$ cat src/sv/nae_pkg.sv
`default_nettype none
// ----------------------------------------------------------------------------
// nae_pkg
// Shared codes, register indexes and controller/datapath interface types for
// the note articulation event generator.
// ----------------------------------------------------------------------------
package nae_pkg;

	// Command codes of an input word.
	localparam logic [1:0] CMD_NOTE = 2'd0;
	localparam logic [1:0] CMD_REST = 2'd1;
	localparam logic [1:0] CMD_ECHO = 2'd2;
	localparam logic [1:0] CMD_NONE = 2'd3;

	// Event kinds of an output word.
	localparam logic [1:0] KIND_NOTE   = 2'd0;
	localparam logic [1:0] KIND_REST   = 2'd1;
	localparam logic [1:0] KIND_VOLUME = 2'd2;

	// Configuration register indexes.
	localparam logic [2:0] REG_DEFAULT_TICKS    = 3'd0;
	localparam logic [2:0] REG_QUANT_NUM        = 3'd1;
	localparam logic [2:0] REG_QUANT_DEN        = 3'd2;
	localparam logic [2:0] REG_RELEASE_TICKS    = 3'd3;
	localparam logic [2:0] REG_DRUM_ENABLE      = 3'd4;
	localparam logic [2:0] REG_SHUFFLE_AMOUNT   = 3'd5;
	localparam logic [2:0] REG_ECHO_OFFSET      = 3'd6;
	localparam logic [2:0] REG_ECHO_ATTENUATION = 3'd7;

	// Reset values of the configuration registers.
	localparam logic [15:0] DEFAULT_TICKS_RST = 16'd96;
	localparam logic [7:0]  QUANT_NUM_RST     = 8'd8;
	localparam logic [7:0]  QUANT_DEN_RST     = 8'd8;

	localparam logic [7:0] SEMITONES = 8'd12;

	// The quantize product is 24 bits wide and is divided one bit per cycle.
	localparam int         PROD_W   = 24;
	localparam logic [4:0] DIV_LAST = 5'd23;

	// Output slot of an item: volume drop, the note or rest, volume restore.
	localparam logic [1:0] SLOT_PRE  = 2'd0;
	localparam logic [1:0] SLOT_MAIN = 2'd1;
	localparam logic [1:0] SLOT_POST = 2'd2;

	typedef struct packed {
		logic       capture;
		logic       prep;
		logic       mul;
		logic       div_step;
		logic       gate;
		logic       gap;
		logic       load_out;
		logic [1:0] slot;
		logic       last;
	} ctl_cmd_t;

	typedef struct packed {
		logic cmd_none;
		logic echo_wrap;
	} dp_status_t;

endpackage : nae_pkg
`default_nettype wire

$ cat src/sv/note_articulation_event_generator.sv
`default_nettype none
// ----------------------------------------------------------------------------
// note_articulation_event_generator
// Turns note, rest and echo commands into note, rest and relative volume
// events with quantized gate and release times.
// ----------------------------------------------------------------------------
//  Channel   Handshake              Payload
//  input     in_valid / in_ready    cmd, pitch, octave_num, ticks
//  output    out_valid / out_ready  event_kind, event_value, gate_ticks,
//                                   release_gap, last_of_run
//  config    cfg_we                 cfg_index, cfg_data
//
// One word is processed at a time. The input word is captured, then passes
// duration prep, multiply, the 24-step bit-serial quantize divide, gate and
// gap before its first result is registered. A word gives 1 to 3 results;
// an unused command code gives none.
// A stalled result holds its register and the input stays not ready until the
// last result of the word is taken. No clearing pass follows reset.
// ----------------------------------------------------------------------------
module note_articulation_event_generator #(
	parameter int ECHO_DEPTH = 16
) (
	input  wire logic               clk,
	input  wire logic               arst_n,
	input  wire logic               cfg_we,
	input  wire logic [2:0]         cfg_index,
	input  wire logic [15:0]        cfg_data,
	input  wire logic               in_valid,
	output logic                    in_ready,
	input  wire logic [1:0]         cmd,
	input  wire logic [7:0]         pitch,
	input  wire logic [3:0]         octave_num,
	input  wire logic [15:0]        ticks,
	output logic                    out_valid,
	input  wire logic               out_ready,
	output logic [1:0]              event_kind,
	output logic signed [9:0]       event_value,
	output logic [15:0]             gate_ticks,
	output logic [15:0]             release_gap,
	output logic                    last_of_run
);

	import nae_pkg::*;

	ctl_cmd_t   ctl;
	dp_status_t status;

	nae_ctrl u_ctrl (
		.clk       (clk),
		.arst_n    (arst_n),
		.in_valid  (in_valid),
		.in_ready  (in_ready),
		.out_valid (out_valid),
		.out_ready (out_ready),
		.status    (status),
		.ctl       (ctl)
	);

	nae_datapath #(
		.ECHO_DEPTH (ECHO_DEPTH)
	) u_datapath (
		.clk         (clk),
		.arst_n      (arst_n),
		.cfg_we      (cfg_we),
		.cfg_index   (cfg_index),
		.cfg_data    (cfg_data),
		.cmd         (cmd),
		.pitch       (pitch),
		.octave_num  (octave_num),
		.ticks       (ticks),
		.ctl         (ctl),
		.status      (status),
		.event_kind  (event_kind),
		.event_value (event_value),
		.gate_ticks  (gate_ticks),
		.release_gap (release_gap),
		.last_of_run (last_of_run)
	);

	// The block never takes a new word while a result is being offered.
	a_ready_excludes_valid: assert property (@(posedge clk) disable iff (!arst_n)
		in_ready |-> !out_valid)
		else $error("input ready while a result is pending");

	// The last word of a run ends the output burst.
	a_last_ends_run: assert property (@(posedge clk) disable iff (!arst_n)
		(out_valid && out_ready && last_of_run) |=> !out_valid)
		else $error("result offered after the last word of a run");

	// A word that is not the last is always followed by another one.
	a_run_continues: assert property (@(posedge clk) disable iff (!arst_n)
		(out_valid && out_ready && !last_of_run) |=> out_valid)
		else $error("run ended without a last word");

	// Volume events carry no timing.
	a_volume_no_timing: assert property (@(posedge clk) disable iff (!arst_n)
		(out_valid && (event_kind == KIND_VOLUME)) |->
		((gate_ticks == 16'd0) && (release_gap == 16'd0)))
		else $error("volume event with nonzero timing");

endmodule : note_articulation_event_generator
`default_nettype wire

$ cat src/sv/nae_ram.sv
`default_nettype none
// ----------------------------------------------------------------------------
// nae_ram
// Generic single write port, single read port RAM with a registered read.
// ----------------------------------------------------------------------------
module nae_ram #(
	parameter int WIDTH = 9,
	parameter int DEPTH = 16,
	parameter int AW    = (DEPTH > 1) ? $clog2(DEPTH) : 1
) (
	input  wire logic             clk,
	input  wire logic             we,
	input  wire logic [AW-1:0]    waddr,
	input  wire logic [WIDTH-1:0] wdata,
	input  wire logic [AW-1:0]    raddr,
	output logic      [WIDTH-1:0] rdata
);

	logic [WIDTH-1:0] mem_q [DEPTH];
	logic [WIDTH-1:0] rdata_q;

	always_ff @(posedge clk) begin
		if (we) begin
			mem_q[waddr] <= wdata;
		end
		rdata_q <= mem_q[raddr];
	end

	assign rdata = rdata_q;

endmodule : nae_ram
`default_nettype wire

$ cat src/sv/nae_datapath.sv
`default_nettype none
// ----------------------------------------------------------------------------
// nae_datapath
// Configuration registers, duration and shuffle arithmetic, echo history,
// quantize multiply and bit-serial divide, gate/gap and the output register.
// ----------------------------------------------------------------------------
module nae_datapath #(
	parameter int ECHO_DEPTH = 16
) (
	input  wire logic                 clk,
	input  wire logic                 arst_n,
	input  wire logic                 cfg_we,
	input  wire logic [2:0]           cfg_index,
	input  wire logic [15:0]          cfg_data,
	input  wire logic [1:0]           cmd,
	input  wire logic [7:0]           pitch,
	input  wire logic [3:0]           octave_num,
	input  wire logic [15:0]          ticks,
	input  wire nae_pkg::ctl_cmd_t    ctl,
	output nae_pkg::dp_status_t       status,
	output logic [1:0]                event_kind,
	output logic signed [9:0]         event_value,
	output logic [15:0]               gate_ticks,
	output logic [15:0]               release_gap,
	output logic                      last_of_run
);

	import nae_pkg::*;

	localparam int AW = (ECHO_DEPTH > 1) ? $clog2(ECHO_DEPTH) : 1;
	localparam int FW = $clog2(ECHO_DEPTH + 1);
	localparam int CW = (FW > 5) ? FW : 5;
	localparam int XW = CW + 1;

	// Configuration registers.
	logic [15:0]       default_ticks_q;
	logic [7:0]        quant_num_q;
	logic [7:0]        quant_den_q;
	logic [15:0]       release_ticks_q;
	logic              drum_enable_q;
	logic [15:0]       shuffle_amount_q;
	logic [4:0]        echo_offset_q;
	logic [8:0]        echo_attenuation_q;

	// Item state.
	logic [1:0]        cmd_q;
	logic [7:0]        pitch_q;
	logic [3:0]        oct_q;
	logic [15:0]       ticks_q;
	logic [15:0]       dur_q;
	logic              echo_hit_q;
	logic              main_tone_q;
	logic [8:0]        main_note_q;
	logic [PROD_W-1:0] div_q;
	logic [7:0]        rem_q;
	logic [15:0]       gate_q;
	logic [15:0]       gap_q;

	// Persistent state.
	logic              shuffle_neg_q;
	logic [AW-1:0]     wp_q;
	logic [FW-1:0]     fill_q;

	// Output register.
	logic [1:0]        kind_q;
	logic [9:0]        value_q;
	logic [15:0]       out_gate_q;
	logic [15:0]       out_gap_q;
	logic              last_q;

	logic [15:0]       t_eff;
	logic [16:0]       amt17;
	logic [16:0]       sh17;
	logic [17:0]       sum18;
	logic [15:0]       dur_next;
	logic [7:0]        oct_semis;
	logic [8:0]        note;
	logic [CW-1:0]     off_c;
	logic [CW-1:0]     fill_c;
	logic [XW-1:0]     rd_diff;
	logic [XW-1:0]     rd_idx;
	logic              hit;
	logic              push;
	logic [8:0]        ram_rdata;
	logic [8:0]        rem_shift;
	logic              rem_ge;
	logic [8:0]        rem_next;
	logic [15:0]       gate_next;
	logic [9:0]        att10;

	always_ff @(posedge clk or negedge arst_n) begin
		if (!arst_n) begin
			default_ticks_q    <= DEFAULT_TICKS_RST;
			quant_num_q        <= QUANT_NUM_RST;
			quant_den_q        <= QUANT_DEN_RST;
			release_ticks_q    <= '0;
			drum_enable_q      <= 1'b0;
			shuffle_amount_q   <= '0;
			echo_offset_q      <= '0;
			echo_attenuation_q <= '0;
		end else if (cfg_we) begin
			unique case (cfg_index)
				REG_DEFAULT_TICKS:    default_ticks_q    <= cfg_data;
				REG_QUANT_NUM:        quant_num_q        <= cfg_data[7:0];
				REG_QUANT_DEN:        quant_den_q        <= cfg_data[7:0];
				REG_RELEASE_TICKS:    release_ticks_q    <= cfg_data;
				REG_DRUM_ENABLE:      drum_enable_q      <= cfg_data[0];
				REG_SHUFFLE_AMOUNT:   shuffle_amount_q   <= cfg_data;
				REG_ECHO_OFFSET:      echo_offset_q      <= cfg_data[4:0];
				REG_ECHO_ATTENUATION: echo_attenuation_q <= cfg_data[8:0];
				default:              ;
			endcase
		end
	end

	// Effective duration: default substitution, alternating shuffle, clamp.
	always_comb begin
		t_eff = (ticks_q == 16'd0) ? default_ticks_q : ticks_q;
		amt17 = {shuffle_amount_q[15], shuffle_amount_q};
		sh17  = shuffle_neg_q ? (17'd0 - amt17) : amt17;
		sum18 = {2'b00, t_eff} + {sh17[16], sh17};
		if (sum18[17]) begin
			dur_next = 16'd0;
		end else if (sum18[16]) begin
			dur_next = 16'hFFFF;
		end else begin
			dur_next = sum18[15:0];
		end
	end

	always_comb begin
		oct_semis = {4'd0, oct_q} * SEMITONES;
		note      = {1'b0, pitch_q} + (drum_enable_q ? 9'd0 : {1'b0, oct_semis});
	end

	// Echo lookup in the circular history: the newest push sits just behind the
	// write pointer, so the entry n pushes back is at wp - n, modulo the depth.
	always_comb begin
		off_c   = (CW'(echo_offset_q) > CW'(ECHO_DEPTH)) ? CW'(ECHO_DEPTH)
		                                                  : CW'(echo_offset_q);
		fill_c  = CW'(fill_q);
		hit     = (off_c != '0) && (off_c <= fill_c);
		rd_diff = XW'(wp_q) - XW'(off_c);
		rd_idx  = rd_diff[XW-1] ? (rd_diff + XW'(ECHO_DEPTH)) : rd_diff;
		push    = ctl.prep && ((cmd_q == CMD_NOTE) || (cmd_q == CMD_REST));
	end

	nae_ram #(
		.WIDTH (9),
		.DEPTH (ECHO_DEPTH),
		.AW    (AW)
	) u_history (
		.clk   (clk),
		.we    (push),
		.waddr (wp_q),
		.wdata ((cmd_q == CMD_NOTE) ? note : 9'd0),
		.raddr (rd_idx[AW-1:0]),
		.rdata (ram_rdata)
	);

	always_ff @(posedge clk or negedge arst_n) begin
		if (!arst_n) begin
			shuffle_neg_q <= 1'b0;
			wp_q          <= '0;
			fill_q        <= '0;
		end else if (ctl.prep && !status.cmd_none) begin
			shuffle_neg_q <= !shuffle_neg_q;
			if (push) begin
				wp_q <= (wp_q == AW'(ECHO_DEPTH - 1)) ? '0 : wp_q + AW'(1);
				if (fill_q != FW'(ECHO_DEPTH)) begin
					fill_q <= fill_q + FW'(1);
				end
			end
		end
	end

	// One step of the restoring divide.
	always_comb begin
		rem_shift = {rem_q, div_q[PROD_W-1]};
		rem_ge    = rem_shift >= {1'b0, quant_den_q};
		rem_next  = rem_ge ? (rem_shift - {1'b0, quant_den_q}) : rem_shift;
	end

	always_comb begin
		if (release_ticks_q != 16'd0) begin
			gate_next = (release_ticks_q >= dur_q) ? 16'd1 : (dur_q - release_ticks_q);
		end else if (quant_den_q == 8'd0) begin
			gate_next = dur_q;
		end else if (div_q[PROD_W-1:16] != '0) begin
			gate_next = 16'hFFFF;
		end else begin
			gate_next = div_q[15:0];
		end
	end

	assign att10 = {echo_attenuation_q[8], echo_attenuation_q};

	always_ff @(posedge clk) begin
		if (ctl.capture) begin
			cmd_q   <= cmd;
			pitch_q <= pitch;
			oct_q   <= octave_num;
			ticks_q <= ticks;
		end
		if (ctl.prep) begin
			dur_q      <= dur_next;
			echo_hit_q <= hit;
		end
		if (ctl.mul) begin
			div_q <= dur_q * quant_num_q;
			rem_q <= '0;
			if (cmd_q == CMD_NOTE) begin
				main_tone_q <= 1'b1;
				main_note_q <= note;
			end else begin
				main_tone_q <= (cmd_q == CMD_ECHO) && echo_hit_q && (ram_rdata != 9'd0);
				main_note_q <= ram_rdata;
			end
		end
		if (ctl.div_step) begin
			div_q <= {div_q[PROD_W-2:0], rem_ge};
			rem_q <= rem_next[7:0];
		end
		if (ctl.gate) begin
			gate_q <= gate_next;
		end
		if (ctl.gap) begin
			gap_q <= (gate_q > dur_q) ? 16'd0 : (dur_q - gate_q);
		end
		if (ctl.load_out) begin
			last_q <= ctl.last;
			unique case (ctl.slot)
				SLOT_PRE: begin
					kind_q     <= KIND_VOLUME;
					value_q    <= 10'd0 - att10;
					out_gate_q <= '0;
					out_gap_q  <= '0;
				end
				SLOT_POST: begin
					kind_q     <= KIND_VOLUME;
					value_q    <= att10;
					out_gate_q <= '0;
					out_gap_q  <= '0;
				end
				default: begin
					if (main_tone_q) begin
						kind_q     <= KIND_NOTE;
						value_q    <= {1'b0, main_note_q};
						out_gate_q <= gate_q;
						out_gap_q  <= gap_q;
					end else begin
						kind_q     <= KIND_REST;
						value_q    <= '0;
						out_gate_q <= '0;
						out_gap_q  <= dur_q;
					end
				end
			endcase
		end
	end

	assign status.cmd_none  = (cmd_q == CMD_NONE);
	assign status.echo_wrap = (cmd_q == CMD_ECHO) && (echo_attenuation_q != 9'd0);

	assign event_kind  = kind_q;
	assign event_value = value_q;
	assign gate_ticks  = out_gate_q;
	assign release_gap = out_gap_q;
	assign last_of_run = last_q;

endmodule : nae_datapath
`default_nettype wire

$ cat src/sv/nae_ctrl.sv
`default_nettype none
// ----------------------------------------------------------------------------
// nae_ctrl
// Controller: sequences capture, duration, multiply, the 24-step divide,
// gate and gap, and hands out the one to three output words of an item.
// ----------------------------------------------------------------------------
module nae_ctrl (
	input  wire logic                clk,
	input  wire logic                arst_n,
	input  wire logic                in_valid,
	output logic                     in_ready,
	output logic                     out_valid,
	input  wire logic                out_ready,
	input  wire nae_pkg::dp_status_t status,
	output nae_pkg::ctl_cmd_t        ctl
);

	import nae_pkg::*;

	localparam logic [2:0] S_IDLE  = 3'd0;
	localparam logic [2:0] S_PREP  = 3'd1;
	localparam logic [2:0] S_MUL   = 3'd2;
	localparam logic [2:0] S_DIV   = 3'd3;
	localparam logic [2:0] S_GATE  = 3'd4;
	localparam logic [2:0] S_GAP   = 3'd5;
	localparam logic [2:0] S_FIRST = 3'd6;
	localparam logic [2:0] S_EMIT  = 3'd7;

	logic [2:0] state_q;
	logic [2:0] state_d;
	logic [4:0] cnt_q;
	logic [1:0] slot_q;
	logic [1:0] slot_d;

	always_comb begin
		state_d      = state_q;
		slot_d       = slot_q;
		ctl          = '0;
		ctl.capture  = (state_q == S_IDLE) && in_valid;
		unique case (state_q)
			S_IDLE: begin
				if (in_valid) begin
					state_d = S_PREP;
				end
			end
			S_PREP: begin
				ctl.prep = 1'b1;
				state_d  = status.cmd_none ? S_IDLE : S_MUL;
			end
			S_MUL: begin
				ctl.mul = 1'b1;
				state_d = S_DIV;
			end
			S_DIV: begin
				ctl.div_step = 1'b1;
				if (cnt_q == DIV_LAST) begin
					state_d = S_GATE;
				end
			end
			S_GATE: begin
				ctl.gate = 1'b1;
				state_d  = S_GAP;
			end
			S_GAP: begin
				ctl.gap = 1'b1;
				state_d = S_FIRST;
			end
			S_FIRST: begin
				ctl.load_out = 1'b1;
				slot_d       = status.echo_wrap ? SLOT_PRE : SLOT_MAIN;
				state_d      = S_EMIT;
			end
			S_EMIT: begin
				if (out_ready) begin
					if (slot_q == SLOT_PRE) begin
						ctl.load_out = 1'b1;
						slot_d       = SLOT_MAIN;
					end else if ((slot_q == SLOT_MAIN) && status.echo_wrap) begin
						ctl.load_out = 1'b1;
						slot_d       = SLOT_POST;
					end else begin
						state_d = S_IDLE;
					end
				end
			end
			default: begin
				state_d = S_IDLE;
			end
		endcase
		ctl.slot = slot_d;
		ctl.last = (slot_d == SLOT_POST) || ((slot_d == SLOT_MAIN) && !status.echo_wrap);
	end

	always_ff @(posedge clk or negedge arst_n) begin
		if (!arst_n) begin
			state_q <= S_IDLE;
			cnt_q   <= '0;
			slot_q  <= SLOT_MAIN;
		end else begin
			state_q <= state_d;
			slot_q  <= slot_d;
			if (state_q == S_DIV) begin
				cnt_q <= cnt_q + 5'd1;
			end else begin
				cnt_q <= '0;
			end
		end
	end

	assign in_ready  = (state_q == S_IDLE);
	assign out_valid = (state_q == S_EMIT);

endmodule : nae_ctrl
`default_nettype wire

$ cat config.mk
export PLATFORM = sky130hd
export DESIGN_NAME = note_articulation_event_generator
export DESIGN_NICKNAME = d
export VERILOG_FILES = /design/src/sv/nae_pkg.sv /design/src/sv/note_articulation_event_generator.sv /design/src/sv/nae_ram.sv /design/src/sv/nae_datapath.sv /design/src/sv/nae_ctrl.sv
export SDC_FILE = /design/constraint.sdc
export NUM_CORES = 1
export LEC_CHECK = 0
export BUFFER_PORTS_ARGS = -buffer_cell sky130_fd_sc_hd__buf_4
export CAP_MARGIN = 5
export CORE_ASPECT_RATIO = 0.7
export CORE_MARGIN = 4
export CORE_UTILIZATION = 65
export DETAILED_ROUTE_END_ITERATION = 10
export GPL_TIMING_DRIVEN = 0
export PLACE_DENSITY = 0.83
export SYNTH_ARGS = -nofsm -noshare
export SYNTH_HDL_FRONTEND = slang
export SYNTH_HIERARCHICAL = 1
export SYNTH_SLANG_ARGS = --single-unit
$ cat constraint.sdc
create_clock -name clk -period 12.97 [get_ports clk]
set_clock_uncertainty 0.2 [all_clocks]
set_input_delay 0.6485 -clock clk [delete_from_list [all_inputs] [get_ports clk]]
set_output_delay 0.6485 -clock clk [all_outputs]
set_load 0.05 [all_outputs]
==> impl_metrics.csv <==
group,metric,value,unit
job,maxCapViolCount,0,
clock_network,clk_pin_slew,60,ps
worst_setup_path,criticalPathCategory,"flop to flop",
clock_network,clock_sinks,418,
timing,slew_headroom,7.90,%
routing,initialDrtViolationCount,1923,
worst_setup_path,critPathMaxStageDelay,590,ps
synth,netlist_instances,1988,
worst_setup_path,cp_cell_sequence,"clkbuf_1, nand2_1, fa_1, fa_1, inv_1, fa_1, inv_1, fa_1, inv_1, ha_1, a21o_1, nand2_1, nand3_1, a31o_2, a221o_1, a21oi_1, xor2_1, o21ai_0",
clock_network,cts_root_buf,"clkbuf_16",
synth,synth_top_flop_cell,"edfxtp_1",
die,coreArea,36300,um^2
layout,layout-drive-gt1-share,15.1,%
synth,synth_cell_types,84,
global_route,grt_pass1_wl,94900,um
layout,synthToLayoutAreaGrowth,11.3,%
synth,synthArstFlopShare,23.7,%
routing,antenna_left,0,
synth,syn_area,24200,um^2
routing,avgViaCountPerCell,6.31,
clock_network,clockBufferDepth,3,
global_route,grt_usage,30.4,%
global_route,grt_max_degree,100,
timing,fin_crit_sh,45.9,%
clock_network,cts_tree,"done",
die,num_rows,58,
timing,layout_min_cycle_time,5950,ps
timing,final-hold-violation-count,0,
timing,rsz0062_at_grt,"false",
place,place_hpwl,45000,um
layout,regMostFlops,"u_datapath/u_history/mem_q",
synth,yosysWarnings,6,
synth,syn_nets,2258,
worst_setup_path,cp.arrival,6030,ps
worst_setup_path,cp_common_cell,"fa_1",
place,finalWeightedCongestion,1.01,
routing,wl,60500,um
layout,diodes,0,
clock_network,clk_latency,560,ps
global_route,grt-ovfl-total,0,
worst_setup_path,end_kind,"flop",
timing,max_slew.worst_pin.slew,1370,ps
synth,ys_seq_elements,418,
clock_network,cts_buffers,39,
place,io_buffers,97,
worst_setup_path,startpoint_type,"flop",
routing,drc,0,
die,initial_utilization,66.6,%
global_route,first_global_vias,16683,
routing,vias,16704,
timing,setup-tns-final,0,ps
die,die_w,239,um
clock_network,cts_resized,0,
timing,slew_violations,0,
layout,fin_nets,2405,
synth,synth_area_per_cell,12.2,um^2
layout,final_core_util,74.2,%
run_status,status,"completed",
routing,drtPass1Iterations,6,
layout,largestRegisters,"u_datapath/u_history/mem_q (144), u_datapath/div_q (24)",
die,die-area,40400,um^2
timing,setup_slack,7020,ps
synth,synth_edf_count,310,
global_route,antenna_found_initial,1,
synth,yosysSeqAreaShare,49.5,%
die,boundaryPins,101,
timing,setup_viol,0,
min_path,hold_class,"input pin to flop",
timing,clock.fmax,0.168,GHz
worst_setup_path,cp_max_fo,10,
worst_setup_path,worstPathRequired,13050,ps
routing,wl_per_cell,22.9,um
worst_setup_path,cpMaxStageDelayCell,"clkbuf_1",
clock_network,cts-htree-levels,2,
layout,largest_reg_flops,144,
die,die-height,169,um
place,place_ws,7190,ps
-- area by class of cell --
type                            count  area [um^2]
Fill cell                        2303         9370
Sequential cell                   418        12000
Clock buffer                       52         1100
Tap cell                          480          601
Inverter                          183          687
Buffer                             67          350
Multi-Input combinational cell   1320        11200
Clock inverter                     20          141
Timing Repair Buffer              106          843
-- worst max-delay path, delay by kind of cell, from the launching register on --
family	cells	cell delay, ps
buffers and inverters	4	750
AOI/OAI and AO/OA	5	1130
DFF	1	570
and+or+nand+nor	3	350
adders and majority gates	5	2430
xor gates and xnor gates	1	260
-- timing repair --
item	CTS	global route
setup buffers	0	0
hold buffers	0	1
endpoints found under the hold margin	0	27
-- kinds of logic (layout without fill, tap and decap cells) --
logic type	Yosys count	after routing	share of synthesized area, %
buffers and inverters	250	428	4.29
flip-flops	418	418	49.5
AO/OA/AOI/OAI	344	344	9.29
adder cells (fa/ha/maj)	216	216	14.0
XOR/XNOR	94	94	3.44
AND/OR/NAND/NOR	530	530	11.3
multiplexers	136	136	8.12
-- layer usage --
metal	share of wire (%)	track usage (%)
met1	41	44.3
met2	44	45.9
met3	13	9.29
met4	2.3	7.16
met5	0	0
-- metrics by stage --
| stage | hold slack (ps) | cells | instance area (um^2) |
|---|---|---|---|
| 2_1_floorplan | 153 | 1988 | 24200 |
| 3_3_place_gp | 245 | 2565 | 25500 |
| 3_5_place_dp | 254 | 2572 | 25600 |
| 4_1_cts | 52.1 | 2644 | 26900 |
| 5_1_grt | 53.4 | 2646 | 26900 |
| 6_report | 65.5 | 2646 | 26900 |
-- layout by cell type (no fill, tap or decap), types with 11 or more instances in the layout --
| cell | instances |
|---|---|
| a21o_1 | 46 |
| nor2_1 | 111 |
| ha_1 | 125 |
| xor2_1 | 32 |
| nand2_1 | 120 |
| inv_1 | 181 |
| and2_1 | 121 |
| mux2_2 | 76 |
| nor2b_1 | 16 |
| fa_1 | 91 |
| a31oi_1 | 11 |
| a21oi_1 | 74 |
| dfrtp_1 | 94 |
| a22oi_1 | 19 |
| nor3_1 | 21 |
| and3_1 | 22 |
| o21a_1 | 11 |
| mux4_2 | 21 |
| nor4_1 | 16 |
| buf_4 | 101 |
| edfxtp_1 | 310 |
| o21ai_0 | 86 |
| nand2b_1 | 26 |
| nand3_1 | 22 |
| xnor2_1 | 61 |
| clkbuf_1 | 55 |
| mux2i_1 | 24 |
| mux4_1 | 15 |
| clkbuf_16 | 40 |
| o221ai_1 | 16 |
-- Yosys cell counts (6+ instances only) --
cell type	number	area (um^2)
edfxtp_1	310	9310
a21oi_1	75	375
nor2b_1	16	100
dfxtp_1	9	180
o21ai_0	86	430
inv_1	181	679
nand2b_1	26	163
nor3_1	24	120
a211oi_1	9	67.6
buf_6	6	67.6
and3_1	22	138
a21oi_2	6	52.6
ha_1	125	1560
nand3_1	22	110
a21o_1	46	345
mux2_2	76	856
xor2_1	32	280
o21ai_1	7	35.0
nand4_1	10	62.6
dfrtp_1	94	2350
nand2_1	120	450
o21bai_1	10	75.1
nor3b_1	7	52.6
mux4_2	21	473
a31oi_1	11	68.8
nor4_1	16	100
clkbuf_1	49	184
and2_1	122	763
or2_2	8	50.1
o21a_1	11	82.6
nor2_1	111	417
mux2i_1	24	240
o221ai_1	16	140
xnor2_1	61	534
fa_1	91	1820
mux4_1	15	394
a22oi_1	19	143
-- path summary, 6_finish.rpt --
path	endpoint	slack [ps]	cells after the start	from
setup reg to reg	u_datapath/div_q[17]$_DFFE_PP_	7020	18	u_datapath/dur_q[4]$_SDFFCE_PP0P_
hold / removal	u_datapath/ticks_q[13]$_DFFE_PP_	70	1	ticks[13]
setup / recovery	u_datapath/div_q[17]$_DFFE_PP_	7020	18	u_datapath/dur_q[4]$_SDFFCE_PP0P_
min in group asynchronous	u_datapath/release_ticks_q[6]$_DFFE_PN0P_	360	2	arst_n
max in group asynchronous	u_datapath/quant_num_q[3]$_DFFE_PN1P_	11470	3	arst_n
hold reg to reg	u_ctrl/cnt_q[0]$_DFF_PN0_	260	1	u_ctrl/cnt_q[0]$_DFF_PN0_
Power is left out: the tool's default activity adds up to more than one toggle a clock period on the data nets, which glitch-free logic cannot reach.
